===== src/rtl/fcl_pkg.sv =====
// Shared types and constants of the fully connected layer.
// No dependencies; every other file imports this package.
`timescale 1ns / 1ps
`default_nettype none

package fcl_pkg;

   localparam int DIM_W       = 7;   // dimension registers and element counter
   localparam int IDX_W       = 6;   // output index
   localparam int ACC_W       = 40;  // dot product accumulator incl. bias headroom
   localparam int QUEUE_DEPTH = 4;
   localparam int QPTR_W      = 2;
   localparam int CSR_IDX_W   = 2;

   localparam logic [CSR_IDX_W-1:0] CSR_IN_DIM   = 2'd0;
   localparam logic [CSR_IDX_W-1:0] CSR_OUT_DIM  = 2'd1;
   localparam logic [CSR_IDX_W-1:0] CSR_HAS_BIAS = 2'd2;

   localparam logic [1:0] OP_WEIGHT  = 2'd0;
   localparam logic [1:0] OP_BIAS    = 2'd1;
   localparam logic [1:0] OP_ELEMENT = 2'd2;

   localparam logic signed [31:0] SAT_MAX = 32'sh7FFF_FFFF;
   localparam logic signed [31:0] SAT_MIN = 32'sh8000_0000;

   typedef struct packed {
      logic [1:0]         opcode;
      logic [5:0]         out_row;
      logic [5:0]         in_col;
      logic signed [15:0] sample;
      logic signed [31:0] bias_value;
   } fcl_req_type;

   typedef struct packed {
      logic [IDX_W-1:0]   out_index;
      logic signed [31:0] out_value;
      logic               last_of_row;
   } fcl_rsp_type;

   typedef enum logic [1:0] {
      CMD_WEIGHT,
      CMD_BIAS,
      CMD_ELEM,
      CMD_ROW
   } fcl_cmd_kind_type;

   // one queued command from the front end to the compute engine
   typedef struct packed {
      fcl_cmd_kind_type   kind;
      logic [5:0]         row;
      logic [5:0]         col;
      logic [DIM_W-1:0]   slot;
      logic signed [31:0] data;
      logic [DIM_W-1:0]   ni;
      logic [DIM_W-1:0]   no;
      logic               use_bias;
   } fcl_cmd_type;

endpackage

`default_nettype wire


===== src/rtl/fcl_queue.sv =====
// Small command FIFO between the front end and the compute engine.
// Depends on fcl_pkg for the command word type and the queue depth.
`timescale 1ns / 1ps
`default_nettype none

module fcl_queue (
   input  wire                    clock,
   input  wire                    reset,
   input  wire                    push,
   input  fcl_pkg::fcl_cmd_type   push_entry,
   input  wire                    pop,
   output fcl_pkg::fcl_cmd_type   head,
   output logic                   full,
   output logic                   empty
);
   import fcl_pkg::*;

   fcl_cmd_type       entries_ff [QUEUE_DEPTH];
   logic [QPTR_W-1:0] wr_ptr_ff;
   logic [QPTR_W-1:0] rd_ptr_ff;
   logic [QPTR_W:0]   fill_ff;
   logic [QPTR_W:0]   fill_in;

   assign head  = entries_ff[rd_ptr_ff];
   assign full  = (fill_ff == (QPTR_W+1)'(QUEUE_DEPTH));
   assign empty = (fill_ff == '0);

   always_comb begin
      fill_in = fill_ff;
      if (push && !pop) begin
         fill_in = fill_ff + (QPTR_W+1)'(1);
      end else if (pop && !push) begin
         fill_in = fill_ff - (QPTR_W+1)'(1);
      end
   end

   always_ff @(posedge clock) begin
      if (reset) begin
         wr_ptr_ff <= '0;
         rd_ptr_ff <= '0;
         fill_ff   <= '0;
      end else begin
         fill_ff <= fill_in;
         if (push) begin
            wr_ptr_ff <= wr_ptr_ff + QPTR_W'(1);
         end
         if (pop) begin
            rd_ptr_ff <= rd_ptr_ff + QPTR_W'(1);
         end
      end
   end

   always_ff @(posedge clock) begin
      if (push) begin
         entries_ff[wr_ptr_ff] <= push_entry;
      end
   end

endmodule

`default_nettype wire


===== config.mk =====
export PLATFORM = sky130hd
export DESIGN_NAME = fcl_queue
export DESIGN_NICKNAME = d
export VERILOG_FILES = /design/src/rtl/fcl_pkg.sv /design/src/rtl/fcl_queue.sv
export SDC_FILE = /design/constraint.sdc
export NUM_CORES = 1
export LEC_CHECK = 0
export BUFFER_PORTS_ARGS = -buffer_cell sky130_fd_sc_hd__buf_4
export CORE_UTILIZATION = 45
export DETAILED_ROUTE_END_ITERATION = 8
export PLACE_DENSITY = 0.67
export SLEW_MARGIN = 0
export SYNTH_ARGS = -nofsm -noshare
export SYNTH_HDL_FRONTEND = slang
export SYNTH_SLANG_ARGS = --single-unit

===== constraint.sdc =====
create_clock -name clock -period 2.4 [get_ports clock]
set_input_delay 0.24 -clock clock [delete_from_list [all_inputs] [get_ports clock]]
set_output_delay 0.24 -clock clock [all_outputs]
set_load 0.03 [all_outputs]

### Word level (Yosys, flattened, before mapping)

Memories as Yosys holds them, arrays and structs flattened. A register that Yosys moved wholly into a read port is not among the register bits.
Cells that the tools add are included.

| storage, ports and cells | value |
|---|---|
| flip-flop bits (word level) | 7 |
| bits in writable memories | 272 |
| output and inout bits | 70 |
| word-level logic and storage cells | 21 |
| memories | 1 |

| operators by class | value |
|---|---|
| $add $sub $neg | 4 |
| equality and inequality tests | 1 |
| multiplexer cells | 6 |
| reductions and logical operators | 6 |

Memories:

| memory | words | width | rd ports | clocked after memory_dff | wr ports | line | source |
|---|---|---|---|---|---|---|---|
| entries_ff | 4 | 68 | 1 | 1 | 1 | fcl_queue.sv:18 | `fcl_cmd_type entries_ff [QUEUE_DEPTH];` |

Operators with widths:

| kind | count |
|---|---|
| $mux W3 | 2 |
| $add A2 B1 Y2 const B | 2 |
| $mux W2 | 2 |
| $add A3 B1 Y3 const B | 1 |
| $eq A3 B3 Y1 const B | 1 |
| $logic_not A3 Y1 | 1 |
| $sub A3 B1 Y3 const B | 1 |
| $logic_and A1 B1 Y1 | 2 |
| $logic_not A1 Y1 | 2 |
| $mux W1 | 2 |
| $reduce_bool A2 Y1 | 1 |

### Logic depth before layout (Yosys ltp)

| depth | value |
|---|---|
| depth after elaboration | 4 |
| depth in mapped cells | 7 |
| gate-level depth less buffers | 7 |

### Least setup slack after synthesis

Ideal clock, no wire load.

| timing path | value |
|---|---|
| path kind | reg-to-reg |
| start point | register wr_ptr_ff[0] |
| end point | memory entries_ff[0][0] (netlist name) (enable) |
| arrival time | 2.137 ns |
| required time | 1.967 ns |
| slack | -0.171 ns |
| cell stages (with the launch flop) | 4 |
| clock period less this slack | 2.571 ns |
| cells stage by stage | dfxtp_1 inv_1 ha_1 and2_1 |

RTL lines:

| element | line | source |
|---|---|---|
| start: declaration | fcl_queue.sv:19 | `logic [QPTR_W-1:0] wr_ptr_ff;` |
| start signal: assignment | fcl_queue.sv:45 | `wr_ptr_ff <= wr_ptr_ff + QPTR_W'(1);` |
| end: declaration | fcl_queue.sv:18 |  |

Straight into the memory's write port.

==> results.ini <==
[timing]
slew_viol_final=0
report.final.setup_viol=0
worst-slew-pin-transition_ns=0.434
finalCritPeriodShare_pct=95.4
clock.fmax_mhz=437
fin_worst_hold_slack_ns=0.0524
min_period_ns=2.29
max_slew_margin_pct=71.1
timing.final.hold_violations=0
grt_setup_unrepaired=false
clock_skew_ns=0.00400
finalSetupTns_ns=0

[placement]
placed_cell_area_um2=11800
place_congestion=0.685
numPlacedInstances=819
dp_hpwl_um=11000
port-buffer-count=141

[global_routing]
grt_antenna_before_repair=1
global_route.overflow_total=0
via_count_of_the_first_global_routing_pass=5488
grt_max_degree=69
grt_first_pass_wirelength_um=30000
grt_use_total_pct=16.8

[logic_synthesis]
synth.cells.most_frequent=edfxtp_1, mux4_2, dfxtp_1, nor2_1
synthesis.instances=400
synth-edff-count=272
syn_area_um2=10300
synth-warning-count=0
synth_most_common_cell=edfxtp_1
synthesis.area_per_instance_um2=25.7
synth.net_count=478
netlist.top_cell.by_area=edfxtp_1
synth_seq_area_share_pct=81.3
synth.top_cell.area_share_pct=79.6
synthTopCellsByArea=edfxtp_1, mux4_2, dfxtp_1, ha_1, buf_12
synth-seq-cells=281
dominantRegCellSynth=edfxtp_1
synth_cell_type_count=22
synth_async_sr_flop_share_pct=0

[power]
power.net_switching_w=0.00266
vdd_drop_max_mv=0.788
total_leakage_power_nw=4.59
clock_power_share_pct=36.9
power_switching_share_pct=23.1
internal-power_w=0.00888
power.sequential.fraction_pct=49.4
comb_power_share_pct=13.7
cellPowerDensity_nw_per_um2=862

[cts]
cts-buffers-inserted=28
h-tree-depth=1
maximum_number_of_buffers_from_clock_root_to_sink=3
cts_tree=done
worstSkewPairLatency_ns=0.52
path_clk_slew_ns=0.06
cts_num_sinks=281
cts_root_cell=clkbuf_16
cts_setup_buffers=0

[worst_setup_path]
timing.critical_path.from_type=flop
cp.required_ns=2.16
critical_path_class=reg -> out
endpoint_kind=primary output
arrival_ns=2.05
ff_to_ff_start=wr_ptr_ff[0]
critical_path.max_fanout=12

[die]
initial_core_util_pct=46.5
fp-row-count=54
io_pins=142
floorplan_die_height_um=153
die_w_um=153
core_area_um2=22100
die_outline_area_um2=23400

[route]
post_drt_via_cell_ratio=5.16
remaining_drc_errors=0
wl_per_cell_um=20.2
via_count=4857
detailedRoute.firstPassIterationCount=4
drt_iter0_drc=309
ant_nets=0
wl_um=19000

[cells_and_area]
drive_above_1_share_pct=40.7
seqCellArea_um2=8360
syn_to_final_growth_pct=30.5
design_area_um2=13400
multiInputGateArea_um2=1770
num_antenna_cells=0
final.fill_count=1560
layout.cells.non_filler=941
num-nets-final=717

[min_path]
hp-start=push
hp-class=in -> reg

[outcome]
status=completed

[run]
drv.max_cap_violation_count=0

-- layout by cell type, fill, tap and decap left out --
| master | instances |
|---|---|
| inv_1 | 4 |
| clkinv_2 | 4 |
| o21ai_0 | 1 |
| clkbuf_16 | 29 |
| dlygate4sd3_1 | 70 |
| buf_12 | 10 |
| and2_4 | 4 |
| clkinvlp_4 | 3 |
| bufinv_16 | 3 |
| mux2i_1 | 2 |
| nor3_1 | 1 |
| dfxtp_1 | 7 |
| ha_1 | 5 |
| xor2_1 | 3 |
| xnor2_1 | 2 |
| nor2_1 | 7 |
| fa_1 | 1 |
| mux4_2 | 68 |
| clkinv_1 | 4 |
| clkbuf_1 | 9 |
| buf_4 | 145 |
| or3_1 | 1 |
| buf_6 | 1 |
| nor3b_1 | 1 |
| nand2_1 | 1 |
| edfxtp_1 | 272 |
| a21oi_1 | 1 |
| dfxtp_4 | 2 |
-- kinds of logic after synthesis --
logic type	after synthesis	synth area share (%)
xor+xnor	5	0.427
simple gates	15	0.719
mux	70	15.1
compound gates	2	0.0974
flops	281	81.3
buf+inv	21	1.51
fa+ha+maj	6	0.804
-- area by class of cell --
class / instances / area share [%]
flip-flops and latches: 281 / 62.4
repair buffers: 226 / 14.9
multi-input cells: 98 / 13.2
clock buffers: 38 / 5.67
well taps: 280 / 2.61
clock inverters: 14 / 1.10
inverters: 4 / 0.112
-- layer usage --
layer	track usage, %	up-vias	part of all wire, %	wire, µm
met5	0	-	0.068	13
met3	3.69	27	5.2	983
met4	4.33	2	1.6	311
met2	29.0	137	51	9650
met1	21.5	2513	42	8050
li1	-	2178	-	-
-- path summary, 6_finish.rpt --
check        cells past startpoint  slack [ns]                end
max reg2reg                      4        0.76  entries_ff[0][25]
min reg2reg                      2        0.53         fill_ff[2]
min                              3        0.05       wr_ptr_ff[1]
max                              3        0.11            head[2]
-- critical path: stages (launching register included) --
cell	delay (ns)
dfxtp_4	0.51
buf_4	0.28
mux4_2	0.55
buf_4	0.19
-- power by group through the flow --
stage | Sequential (W) | Combinational [W] | Clock, W
after floorplan | 0.00578 | 0.000939 | 0
after global placement | 0.00579 | 0.00149 | 0
after detailed placement | 0.00581 | 0.00151 | 0
after CTS | 0.00571 | 0.00161 | 0.00434
after global routing | 0.00572 | 0.00168 | 0.00452
final | 0.00570 | 0.00158 | 0.00426
-- stage by stage --
stage                     power (W)  setup slack, ns  utilization (%)
after global routing         0.0119          0.00151             60.7
final                        0.0115            0.110             60.7
after floorplan             0.00672            0.571                -
after CTS                    0.0117           0.0435             60.6
after detailed placement    0.00732            0.621             53.4
after global placement      0.00728            0.637             53.4
-- state kept, by name, indices dropped and copies added (netlist names), named ones only --
| name | flops |
|---|---|
| entries_ff | 272 |
| fill_ff | 3 |
| rd_ptr_ff | 2 |
| wr_ptr_ff | 2 |
-- repair_timing --
item	CTS	global route
endpoints found under the setup margin	0	3
resized for setup	0	1
hold endpoints to repair	281	0
hold buffers	70	0
Note: power is estimated with default switching activity, not from simulation.
