### config.mk
export PLATFORM = sky130hd
export DESIGN_NAME = fcl_front
export DESIGN_NICKNAME = d
export VERILOG_FILES = /design/src/rtl/fcl_pkg.sv /design/src/rtl/fcl_front.sv
export SDC_FILE = /design/constraint.sdc
export NUM_CORES = 1
export LEC_CHECK = 0
export BUFFER_PORTS_ARGS = -buffer_cell sky130_fd_sc_hd__buf_2
export CAP_MARGIN = 30
export CORE_AREA = 2 2 69 71
export CTS_BUF_LIST = sky130_fd_sc_hd__clkbuf_8
export CTS_CLUSTER_SIZE = 30
export DETAILED_ROUTE_END_ITERATION = 8
export DIE_AREA = 0 0 71 73
export PLACE_DENSITY = 0.83
export RECOVER_POWER = 25
export REMOVE_ABC_BUFFERS = 1
export SLEW_MARGIN = 20
export SYNTH_ARGS = -nofsm -noshare
export SYNTH_HDL_FRONTEND = slang
export SYNTH_SLANG_ARGS = --single-unit
### constraint.sdc
create_clock -name clock -period 2.4 [get_ports clock]
set_clock_uncertainty 0.15 [all_clocks]
set_input_delay 0 -clock clock [delete_from_list [all_inputs] [get_ports clock]]
set_output_delay 0 -clock clock [all_outputs]
set_load 0.05 [all_outputs]
### src/rtl/fcl_pkg.sv
// Shared types and constants of the fully connected layer.
// No dependencies; every other file imports this package.
`timescale 1ns / 1ps
`default_nettype none

package fcl_pkg;

   localparam int DIM_W       = 7;   // dimension registers and element counter
   localparam int IDX_W       = 6;   // output index
   localparam int ACC_W       = 40;  // dot product accumulator incl. bias headroom
   localparam int QUEUE_DEPTH = 4;
   localparam int QPTR_W      = 2;
   localparam int CSR_IDX_W   = 2;

   localparam logic [CSR_IDX_W-1:0] CSR_IN_DIM   = 2'd0;
   localparam logic [CSR_IDX_W-1:0] CSR_OUT_DIM  = 2'd1;
   localparam logic [CSR_IDX_W-1:0] CSR_HAS_BIAS = 2'd2;

   localparam logic [1:0] OP_WEIGHT  = 2'd0;
   localparam logic [1:0] OP_BIAS    = 2'd1;
   localparam logic [1:0] OP_ELEMENT = 2'd2;

   localparam logic signed [31:0] SAT_MAX = 32'sh7FFF_FFFF;
   localparam logic signed [31:0] SAT_MIN = 32'sh8000_0000;

   typedef struct packed {
      logic [1:0]         opcode;
      logic [5:0]         out_row;
      logic [5:0]         in_col;
      logic signed [15:0] sample;
      logic signed [31:0] bias_value;
   } fcl_req_type;

   typedef struct packed {
      logic [IDX_W-1:0]   out_index;
      logic signed [31:0] out_value;
      logic               last_of_row;
   } fcl_rsp_type;

   typedef enum logic [1:0] {
      CMD_WEIGHT,
      CMD_BIAS,
      CMD_ELEM,
      CMD_ROW
   } fcl_cmd_kind_type;

   // one queued command from the front end to the compute engine
   typedef struct packed {
      fcl_cmd_kind_type   kind;
      logic [5:0]         row;
      logic [5:0]         col;
      logic [DIM_W-1:0]   slot;
      logic signed [31:0] data;
      logic [DIM_W-1:0]   ni;
      logic [DIM_W-1:0]   no;
      logic               use_bias;
   } fcl_cmd_type;

endpackage

`default_nettype wire

### src/rtl/fcl_front.sv
// Front end: config registers, input word classification and element counting.
// Depends on fcl_pkg; pushes commands into fcl_queue.
`timescale 1ns / 1ps
`default_nettype none

module fcl_front #(
   parameter int MAX_IN  = 64,
   parameter int MAX_OUT = 64
) (
   input  wire                            clock,
   input  wire                            reset,
   input  wire                            start,
   input  fcl_pkg::fcl_req_type           req_payload,
   input  wire                            csr_we,
   input  wire [fcl_pkg::CSR_IDX_W-1:0]   csr_index,
   input  wire [fcl_pkg::DIM_W-1:0]       csr_wdata,
   input  wire                            q_full,
   output logic                           q_push,
   output fcl_pkg::fcl_cmd_type           q_entry
);
   import fcl_pkg::*;

   logic [DIM_W-1:0] in_dim_ff;
   logic [DIM_W-1:0] out_dim_ff;
   logic             has_bias_ff;
   logic [DIM_W-1:0] count_ff;
   logic [DIM_W-1:0] count_in;
   logic [DIM_W-1:0] count_plus;
   logic [DIM_W-1:0] ni;
   logic [DIM_W-1:0] no;
   logic             accept;

   // zero acts as one, oversize acts as the buffer limit
   always_comb begin
      if (in_dim_ff == '0) begin
         ni = DIM_W'(1);
      end else if (int'(in_dim_ff) > MAX_IN) begin
         ni = DIM_W'(MAX_IN);
      end else begin
         ni = in_dim_ff;
      end
      if (out_dim_ff == '0) begin
         no = DIM_W'(1);
      end else if (int'(out_dim_ff) > MAX_OUT) begin
         no = DIM_W'(MAX_OUT);
      end else begin
         no = out_dim_ff;
      end
   end

   assign accept     = start && !q_full;
   assign count_plus = count_ff + DIM_W'(1);

   always_comb begin
      q_entry          = '0;
      q_entry.kind     = CMD_ELEM;
      q_entry.row      = req_payload.out_row;
      q_entry.col      = req_payload.in_col;
      q_entry.slot     = count_ff;
      q_entry.ni       = ni;
      q_entry.no       = no;
      q_entry.use_bias = has_bias_ff;
      q_entry.data     = (req_payload.opcode == OP_BIAS) ? req_payload.bias_value
                                                         : 32'(req_payload.sample);
      q_push           = 1'b0;
      count_in         = count_ff;
      if (accept) begin
         case (req_payload.opcode)
            OP_WEIGHT: begin
               if (int'(req_payload.out_row) < MAX_OUT && int'(req_payload.in_col) < MAX_IN)
               begin
                  q_push       = 1'b1;
                  q_entry.kind = CMD_WEIGHT;
               end
            end
            OP_BIAS: begin
               if (int'(req_payload.out_row) < MAX_OUT) begin
                  q_push       = 1'b1;
                  q_entry.kind = CMD_BIAS;
               end
            end
            OP_ELEMENT: begin
               q_push = 1'b1;
               if (count_plus >= ni) begin
                  q_entry.kind = CMD_ROW;
                  count_in     = '0;
               end else begin
                  q_entry.kind = CMD_ELEM;
                  count_in     = count_plus;
               end
            end
            default: begin
            end
         endcase
      end
   end

   always_ff @(posedge clock) begin
      if (reset) begin
         in_dim_ff   <= DIM_W'(64);
         out_dim_ff  <= DIM_W'(64);
         has_bias_ff <= 1'b0;
         count_ff    <= '0;
      end else begin
         count_ff <= count_in;
         if (csr_we) begin
            case (csr_index)
               CSR_IN_DIM:   in_dim_ff   <= csr_wdata;
               CSR_OUT_DIM:  out_dim_ff  <= csr_wdata;
               CSR_HAS_BIAS: has_bias_ff <= csr_wdata[0];
               default: begin
               end
            endcase
         end
      end
   end

endmodule

`default_nettype wire

# Word level (Yosys, flattened, before mapping)
# Cells that the tools add are included.
[classes] n_eq_ne=4 n_addsub=1 n_lt_le_gt_ge=3 reduce_logical=11 muxes=11
[op_table] operator="2-to-1 mux 7 bit" count=5
[op_table] operator="2-to-1 mux 32 bit" count=1
[op_table] operator="> comparator 7 bit (second input constant)" count=2
[op_table] operator="logical NOT 7 bit" count=2
[op_table] operator="AND reduction 2 bit" count=4
[op_table] operator="adder 7 x 1 -> 7 bit (second input constant)" count=1
[op_table] operator=">= comparator 7 bit" count=1
[op_table] operator="one-hot mux 2 bit (3 select lines)" count=1
[op_table] operator="equality test 2 x 1 -> 1 bit (second input constant)" count=2
[op_table] operator="equality test 2 bit (second input constant)" count=2
[op_table] operator="logical NOT 2 bit" count=2
[op_table] operator="2-to-1 mux 1 bit" count=3
[op_table] operator="OR reduction 3 bit" count=1
[op_table] operator="2-to-1 mux 2 bit" count=1
[op_table] operator="logical AND 1 bit" count=1
[op_table] operator="logical NOT 1 bit" count=1
[word_totals] out_inout_bits=69 inputBits=76 register_bits=22

# Logic depth before layout (Yosys ltp)
# Gate-level depths: netlist of run 1.
[depth] depth_word=7 depth_mapped=9

# Worst setup path before layout of run 1
# Ideal clock, no wire load.
[synth_path] path_type="flip-flop to output port" startpoint="reg count_ff[0]" endpoint="out q_entry[66] (netlist bit)" stages_incl_launch_ff=10 setup_slack_ps=-526 t_arrival_ps=2776 required_ps=2250 path_buffers=0 path_cell_list="dfxtp_1 -> ha_1 -> nand3_1 -> nor2_1 -> xor2_1 -> ha_1 -> nand4_1 -> nor2_1 -> nand2_1 -> a31oi_1"
[synth_rtl] element="start, declared" line="fcl_front.sv:26" source="logic [DIM_W-1:0] count_ff;"
[synth_rtl] element="start signal, assigned" line="fcl_front.sv:105" source="count_ff <= count_in;"
[synth_rtl] element="end, declared" line="fcl_front.sv:19" source="output fcl_pkg::fcl_cmd_type q_entry"

# Final worst setup path of run 1
[layout_path] startpoint="reg count_ff[1]" endpoint="reg count_ff[1]"
[layout_via] elab_chain_cells=3
[layout_lines] element="adder 7 x 1 -> 7 bit (*)" line="fcl_front.sv:52" source="assign count_plus = count_ff + DIM_W'(1);"
[layout_lines] element=">= comparator 7 bit" line="fcl_front.sv:84" source="if (count_plus >= ni) begin"
[layout_lines] element="2-to-1 mux 7 bit (*)" line="fcl_front.sv:84"
# Every way passes the cells marked *; elsewhere a longest branch is shown, timed or not.
# A chain may end at the register's enable or synchronous reset.

==> impl_metrics.ini, run 1 <==
[status]
status = finished with violations
violations = setup timing

[die]
core_um2 = 4540
dieArea_um2 = 5180
die_y_um = 73
die_w_um = 71
start_util_pct = 37.1
fp-row-count = 25
ios = 145

[pwr]
internal_power_w = 0.000756
swShare_pct = 38.0
p_per_area_nw_per_um2 = 452
p_comb_share_pct = 39.9
ir_worst_vdd_v = 0.000252
p_leak_nw = 1.45
p_seq_share_pct = 31.4
clock_power_share_pct = 28.7
p_sw_w = 0.000464

[critical_path]
worstSetupStartpointType = register
endpoint_kind = register
worstSetupPathType = register to register
crit_arrival_ns = 2.45
critical_path_peak_fanout = 7
r2r-start = count_ff[1]$_SDFFE_PP0P_
cp-startpoint = count_ff[1]$_SDFFE_PP0P_
worstPathRequired_ns = 2.43

[yosys]
synth_area_um2 = 1680
synthCells = 196
yosys_warnings = 0
synth_ff_type = dfxtp_1
avgSynthCellArea_um2 = 8.59
ys_seq_elements = 22
synth_common_cells = nor2_1, dfxtp_1, a21o_1
ys_top_cells_by_area = dfxtp_1, mux2_2, mux2i_1
synth_most_common_cell = nor2_1
synth_edf_count = 0
ys_seq_area_share_pct = 26.2
synth_top_area_share_pct = 26.2
ys_async_sr_fraction_pct = 0
synth_top_cell_by_area = dfxtp_1
synth.distinct_cells = 30

[sta]
finalHoldViolCount = 0
min_period_ns = 2.42
grt_setup_unrepaired = yes
min_period_over_period_pct = 101
max_slew_margin_pct = 57.3
max_freq_mhz = 414
tns_ns = -0.0152
worst_slack_ns = -0.0152
slew_viol_final = 0
worst_slew_pin_slew_ns = 0.637
setup_viol = 1

[route]
vias = 1866
first_iter_violations = 109
drc_errors = 0
vias_per_cell = 4.86
routed_wl_um = 5660
dr.pass1.iters = 6
ant_nets = 0
wire_per_inst_um = 14.7

[global_routing]
grt_pass1_vias = 1654
antenna_found_initial = 0
grt_max_degree = 35
overflow = 0
grt_usage_pct = 18.8
grt_first_pass_wirelength_um = 7920

[finish]
multiInputGateArea_um2 = 1150
area.growth.synth_to_final_pct = 60.4
n_antenna_cell = 0
seqCellArea_um2 = 450
fin_nets = 415
fillers = 384
drive_above_1_share_pct = 52.1
fin_area_um2 = 2700

[clock_network]
numCtsBuffers = 3
cts.htree.levels = 1
worstSkewPairLatency_ns = 0.27
clk_pin_slew_ns = 0.09
cts_sinks = 22
cts_tree = done
root_buffer = clkbuf_8
cts_buffer_depth = 2

[min_path]
hold_path.class = input pin to register
hp-start = csr_index[1]

[placement]
dp_hpwl_um = 3940
placed_area_um2 = 2240
port_buffers = 120
gp_congestion = 0.839

[run]
cap_violations = 0
==> registers in the layout (all words and copies together) (netlist names) <==
name         count
count_ff         7
out_dim_ff       7
in_dim_ff        7
has_bias_ff      1
==> routing by layer <==
metal  track usage, %  share of wire, %  vias up
met1             26.2                44      876
met2             29.8                51       55
met5                0                 0        -
li1                 -                 -      927
met3             4.01               3.6        8
met4             4.61               1.1        0
==> power groups by stage <==
stage               Sequential [W]  Clock (W)  Combinational (W)
global route              0.000384   0.000372           0.000513
floorplan                 0.000400          0           0.000273
CTS                       0.000383   0.000353           0.000480
detailed placement        0.000391          0           0.000406
global placement          0.000390          0           0.000402
finish                    0.000383   0.000350           0.000487
==> final cells by class <==
| cell class | count | share of cell area, % |
|---|---|---|
| Tap cell | 54 | 2.50 |
| Clock buffer | 3 | 1.53 |
| Clock inverter | 1 | 1.11 |
| Timing Repair Buffer | 156 | 34.7 |
| Multi-Input combinational cell | 141 | 42.5 |
| Inverter | 7 | 0.974 |
| Sequential cell | 22 | 16.7 |
==> logic make-up after synthesis <==
family,after synthesis,synth area share (%)
flops,22,26.2
fa+ha+maj,8,5.95
xor+xnor,11,5.72
mux,29,18.4
simple gates,58,17.5
compound gates,35,15.5
buf+inv,33,10.8
==> path summary, 6_finish.rpt <==
kind	to	slack [ns]	cells after the start
max	count_ff[1]$_SDFFE_PP0P_	-0.02	7
min	in_dim_ff[6]$_SDFFE_PP1P_	0.15	5
max reg2reg	count_ff[1]$_SDFFE_PP0P_	-0.02	7
min reg2reg	out_dim_ff[0]$_SDFFE_PP0P_	0.38	2
==> repair_timing <==
item	in CTS	in global routing
gates cloned	0	0
endpoints found under the setup margin	2	8
pin swaps	0	13
buffers inserted	0	5
hold buffers	26	0
hold endpoints to repair	27	0
gates resized for setup	4	20
==> per-stage QoR <==
step	setup WS, ns	cells	util (%)	power [W]	hold WS (ns)
after floorplan	-0.526	170	-	0.000674	-0.150
after global placement	0.142	349	49.3	0.000792	-0.149
after detailed placement	-0.00517	349	49.3	0.000798	-0.149
after CTS	0.0360	379	56.9	0.00122	0.125
after global routing	-0.0884	384	59.5	0.00127	0.145
final	-0.0152	384	59.5	0.00122	0.154
==> critical path, cell delays in order, from the launching register on <==
cell and delay [ns]:
dfxtp_4 0.38, ha_4 0.17, nand3_4 0.10, xnor2_2 0.15, ha_1 0.31, a211o_1 0.32, a221o_2 0.51, a211oi_2 0.24
==> layout by cell type (no fill, tap or decap), types with 4 or more instances in the layout <==
cell type      count
a21o_1            17
ha_1               7
dfxtp_2            5
nor2b_1            7
nand2_1            9
mux2_2            15
buf_4             11
a211oi_2           7
dfxtp_1           16
a211o_1            4
mux2i_1           14
xnor2_1            5
nor2_1            23
xor2_1             5
dlygate4sd3_1     26
buf_2            117
inv_1              7
(Power assumes the default switching activity.)
==> inputs of run 2 (changes only) <==
- PLACE_DENSITY: 0.83 -> 0.8
- TNS_END_PERCENT: not set -> 5
==> impl_metrics.ini, run 2 (synthesized netlist as in run 1, its figures left out) <==
[status]
status = finished clean

[route]
routed_wl_um = 5420
vias = 1852
first_iter_violations = 47
ant_nets = 0
vias_per_cell = 4.89
dr.pass1.iters = 4
drc_errors = 0
wire_per_inst_um = 14.3

[min_path]
hold_path.class = input pin to primary output

[critical_path]
path_cells = ha_2 -> nand3_1 -> xnor2_1 -> ha_1 -> a211o_1 -> a221o_2 -> a211oi_1
worstSetupStartpointType = register
worstSetupPathType = register to register
critical_path_peak_fanout = 7
crit_arrival_ns = 2.30
endpoint_kind = register
worstPathRequired_ns = 2.42
cp_slowest_cell = a221o_2
rrSetupSlack_ns = 0.12
slowest_delay_ns = 0.45

[global_routing]
grt_pass1_vias = 1781
grt_usage_pct = 20.0
grtUsageMet3_pct = 4.70
grt_max_degree = 35
grt-busiest-layer = met2
met2_usage_pct = 39.1
overflow = 0
antenna_found_initial = 0
gr-usage-met1_pct = 20.7
grt_first_pass_wirelength_um = 8130

[pwr]
internal_power_w = 0.000646
p_sw_w = 0.000446
p_seq_share_pct = 35.0
swShare_pct = 40.9
p_leak_nw = 1.38
p_per_area_nw_per_um2 = 427
p_comb_share_pct = 44.3
ir_worst_vdd_v = 0.000229
clock_power_share_pct = 20.7

[clock_network]
root_buffer = clkbuf_8
worstSkewPairLatency_ns = 0.26
cts_sinks = 22
cts.htree.levels = 1
cts_tree = done
clk_pin_slew_ns = 0.07
numCtsBuffers = 3
cts_buffer_depth = 2

[finish]
layout_commonest_cell = buf_2
n_antenna_cell = 0
reg.largest.list = count_ff x7, in_dim_ff x7, out_dim_ff x7
area.growth.synth_to_final_pct = 52.0
final_cells = 379
seqCellArea_um2 = 443
fin_area_um2 = 2560
drive_above_1_share_pct = 45.5
layout_common_cells = buf_2, dlygate4sd3_1, nor2_1, dfxtp_1, a21o_1
fillers = 411
multiInputGateArea_um2 = 1080
fin_nets = 411

[sta]
worst_slew_pin_slew_ns = 0.620
slew_viol_final = 0
min_period_ns = 2.28
grt_setup_unrepaired = yes
tns_ns = 0
setup_viol = 0
min_period_over_period_pct = 95.0
finalHoldViolCount = 0
worst_slack_ns = 0.120
max_slew_margin_pct = 58.8
holdWs_ns = 0.260
max_freq_mhz = 439

[placement]
placed_area_um2 = 2240
dp_cells = 350
place_ws_ns = 0.0615
gp_congestion = 0.874
port_buffers = 120
dp_hpwl_um = 4170

[die]
die_w_um = 71
fp-row-count = 25
die_y_um = 73
ios = 145
dieArea_um2 = 5180
start_util_pct = 37.1
core_um2 = 4540

[run]
cap_violations = 0
run 2: what timing repair did:
| item | in CTS | in global routing |
|---|---|---|
| gates resized for setup | 0 | 9 |
| setup buffers | 0 | 0 |
| endpoints found under the setup margin | 0 | 8 |
| hold endpoints to repair | 27 | 0 |
| hold buffers | 26 | 0 |
run 2: cell type report:
type	count	area share, %
clock buffer	3	1.61
inverter	7	1.03
multi-input combinational	141	42.2
sequential	22	17.3
tap	54	2.64
timing repair buffer	152	35.2
run 2: layer usage:
layer,routed length [um],vias to the layer above
met5,0,-
met4,114,0
met3,399,9
met2,2920,84
met1,1990,838
li1,-,921
run 2: worst max-delay path: cells and delay by family, from the launching register on:
family	cells	cell delay (ns)
AND/OR/NAND/NOR	1	0.11
AO/OA/AOI/OAI	3	0.94
adder cells (fa/ha/maj)	2	0.51
XOR/XNOR	1	0.14
flip-flops	1	0.34
run 2: stage by stage:
step / total power, W / utilization [%]
3_3_place_gp: 0.000796 / 49.3
3_5_place_dp: 0.000800 / 49.5
2_1_floorplan: 0.000674 / -
4_1_cts: 0.00109 / 56.1
5_1_grt: 0.00114 / 56.4
6_report: 0.00109 / 56.4
run 2: path summary, 6_finish.rpt:
kind                                               start                        to  cells past startpoint
worst min register to register  has_bias_ff$_SDFFE_PP0P_  has_bias_ff$_SDFFE_PP0P_                      2
worst min-delay path                     req_payload[15]               q_entry[30]                      3
worst max-delay path            count_ff[0]$_SDFFE_PP0P_  count_ff[2]$_SDFFE_PP0P_                      7
worst max register to register  count_ff[0]$_SDFFE_PP0P_  count_ff[2]$_SDFFE_PP0P_                      7
run 2: power groups by stage:
stage	clock [W]	combinational, W	sequential, W
3_5_place_dp	0	0.000409	0.000391
4_1_cts	0.000231	0.000482	0.000382
2_1_floorplan	0	0.000273	0.000400
6_report	0.000226	0.000483	0.000382
3_3_place_gp	0	0.000405	0.000390
5_1_grt	0.000248	0.000507	0.000384
==> inputs of run 3 (changes only) <==
- RECOVER_POWER: 25 -> not set
==> impl_metrics.ini, run 3 (synthesized netlist as in run 1, its figures left out) <==
[status]
status = finished clean

[critical_path]
endpoint_kind = register
critical_path_peak_fanout = 7
cp_slowest_cell = a221o_2
path_cells = ha_2 -> nand3_1 -> nor2_1 -> xor2_1 -> ha_1 -> nand4_1 -> nor2_2 -> a221o_2 -> a211oi_1
worstSetupStartpointType = register
crit_arrival_ns = 2.32
slowest_delay_ns = 0.44
rrSetupSlack_ns = 0.11
worstSetupPathType = register to register
worstPathRequired_ns = 2.43

[pwr]
p_seq_share_pct = 35.0
p_leak_nw = 1.40
swShare_pct = 40.9
ir_worst_vdd_v = 0.000232
p_per_area_nw_per_um2 = 426
clock_power_share_pct = 20.7
p_sw_w = 0.000447
p_comb_share_pct = 44.3
power_w = 0.00109
internal_power_w = 0.000646

[sta]
finalHoldViolCount = 0
tns_ns = 0
max_freq_mhz = 437
grt_setup_unrepaired = yes
slew_viol_final = 0
max_slew_margin_pct = 64.9
min_period_ns = 2.29
worst_slew_pin_slew_ns = 0.525
setup_viol = 0
min_period_over_period_pct = 95.4

[placement]
gp_congestion = 0.874
port_buffers = 120
dp_hpwl_um = 4170
placed_area_um2 = 2240

[min_path]
hold_path.class = input pin to primary output

[clock_network]
cts_sinks = 22
cts_tree = done
worstSkewPairLatency_ns = 0.26
root_buffer = clkbuf_8
cts.htree.levels = 1
clk_pin_slew_ns = 0.07
cts_buffer_depth = 2
postCtsSetupRepairBufs = 0
numCtsBuffers = 3

[finish]
reg.largest.list = count_ff x7, in_dim_ff x7, out_dim_ff x7
drive_above_1_share_pct = 47.7
area.growth.synth_to_final_pct = 52.5
layout_common_cells = buf_2, dlygate4sd3_1, nor2_1, dfxtp_1, a21o_1
fin_area_um2 = 2570
layout_commonest_cell = buf_2
n_antenna_cell = 0
fillers = 404
fin_nets = 411

[die]
core_um2 = 4540
die_w_um = 71
start_util_pct = 37.1
fp-row-count = 25
die_y_um = 73
dieArea_um2 = 5180
ios = 145

[global_routing]
overflow = 0
grt_pass1_vias = 1781
antenna_found_initial = 0
grt_max_degree = 35
grt_first_pass_wirelength_um = 8130
grt_usage_pct = 20.0

[route]
ant_nets = 0
vias_per_cell = 4.92
first_iter_violations = 49
wire_per_inst_um = 14.4
vias = 1866
dr.pass1.iters = 4
drc_errors = 0
routed_wl_um = 5440

[run]
cap_violations = 0
==> run 3: cell types whose count changed in the layout (fill, tap and decap cells not counted), sizes merged <==
cell / change
buf: +7
clkbuf: -7
==> run 3: repair_timing <==
item,CTS,global route
gates resized for setup,0,9
setup endpoints to repair,0,8
endpoints found under the hold margin,27,0
hold buffers,26,0
==> run 3: power groups by stage <==
| stage | registers, W | logic [W] | clock network, W |
|---|---|---|---|
| 2_1_floorplan | 0.000400 | 0.000273 | 0 |
| 3_3_place_gp | 0.000390 | 0.000405 | 0 |
| 3_5_place_dp | 0.000391 | 0.000409 | 0 |
| 4_1_cts | 0.000382 | 0.000482 | 0.000231 |
| 5_1_grt | 0.000384 | 0.000507 | 0.000248 |
| 6_report | 0.000383 | 0.000484 | 0.000227 |
==> run 3: layer usage <==
metal / part of all wire, % / wire length, um / global-route usage [%] / up-vias
met5: 0 / 0 / 0 / -
met4: 2.2 / 117 / 7.13 / 0
met3: 7.2 / 393 / 4.70 / 9
met2: 53 / 2900 / 39.1 / 86
met1: 37 / 2030 / 20.7 / 851
li1: - / - / - / 920
==> run 3: cell type report <==
cell class                 count  area (um^2)  area share [%]
multi-input combinational    141         1080            42.1
timing repair buffer         152          908            35.4
tap                           54         67.6            2.63
inverter                       7         26.3            1.02
sequential                    22          443            17.3
clock buffer                   3         41.3            1.61
==> run 3: worst max-delay path: cells and delay by family (launching register included) <==
kind            cells  cell delay (ns)
simple gates        4             0.40
fa+ha+maj           2             0.48
flops               1             0.35
xor+xnor            1             0.16
compound gates      2             0.66
==> run 3: path summary, 6_finish.rpt <==
check / from / endpoint / depth (start not counted)
worst max-delay path: count_ff[0]$_SDFFE_PP0P_ / count_ff[4]$_SDFFE_PP0P_ / 9
worst min-delay path: req_payload[60] / q_push / 3
worst max register to register: count_ff[0]$_SDFFE_PP0P_ / count_ff[4]$_SDFFE_PP0P_ / 9
worst min register to register: has_bias_ff$_SDFFE_PP0P_ / has_bias_ff$_SDFFE_PP0P_ / 2
==> run 3: through the flow <==
step	hold WS (ns)	std cells	util (%)	worst slack [ns]
after floorplan	-0.150	170	-	-0.526
final	0.230	379	56.6	0.111
after global placement	-0.150	349	49.3	0.162
after CTS	0.229	379	56.1	0.0458
after detailed placement	-0.150	350	49.5	0.0615
after global routing	0.259	379	56.6	-0.0347
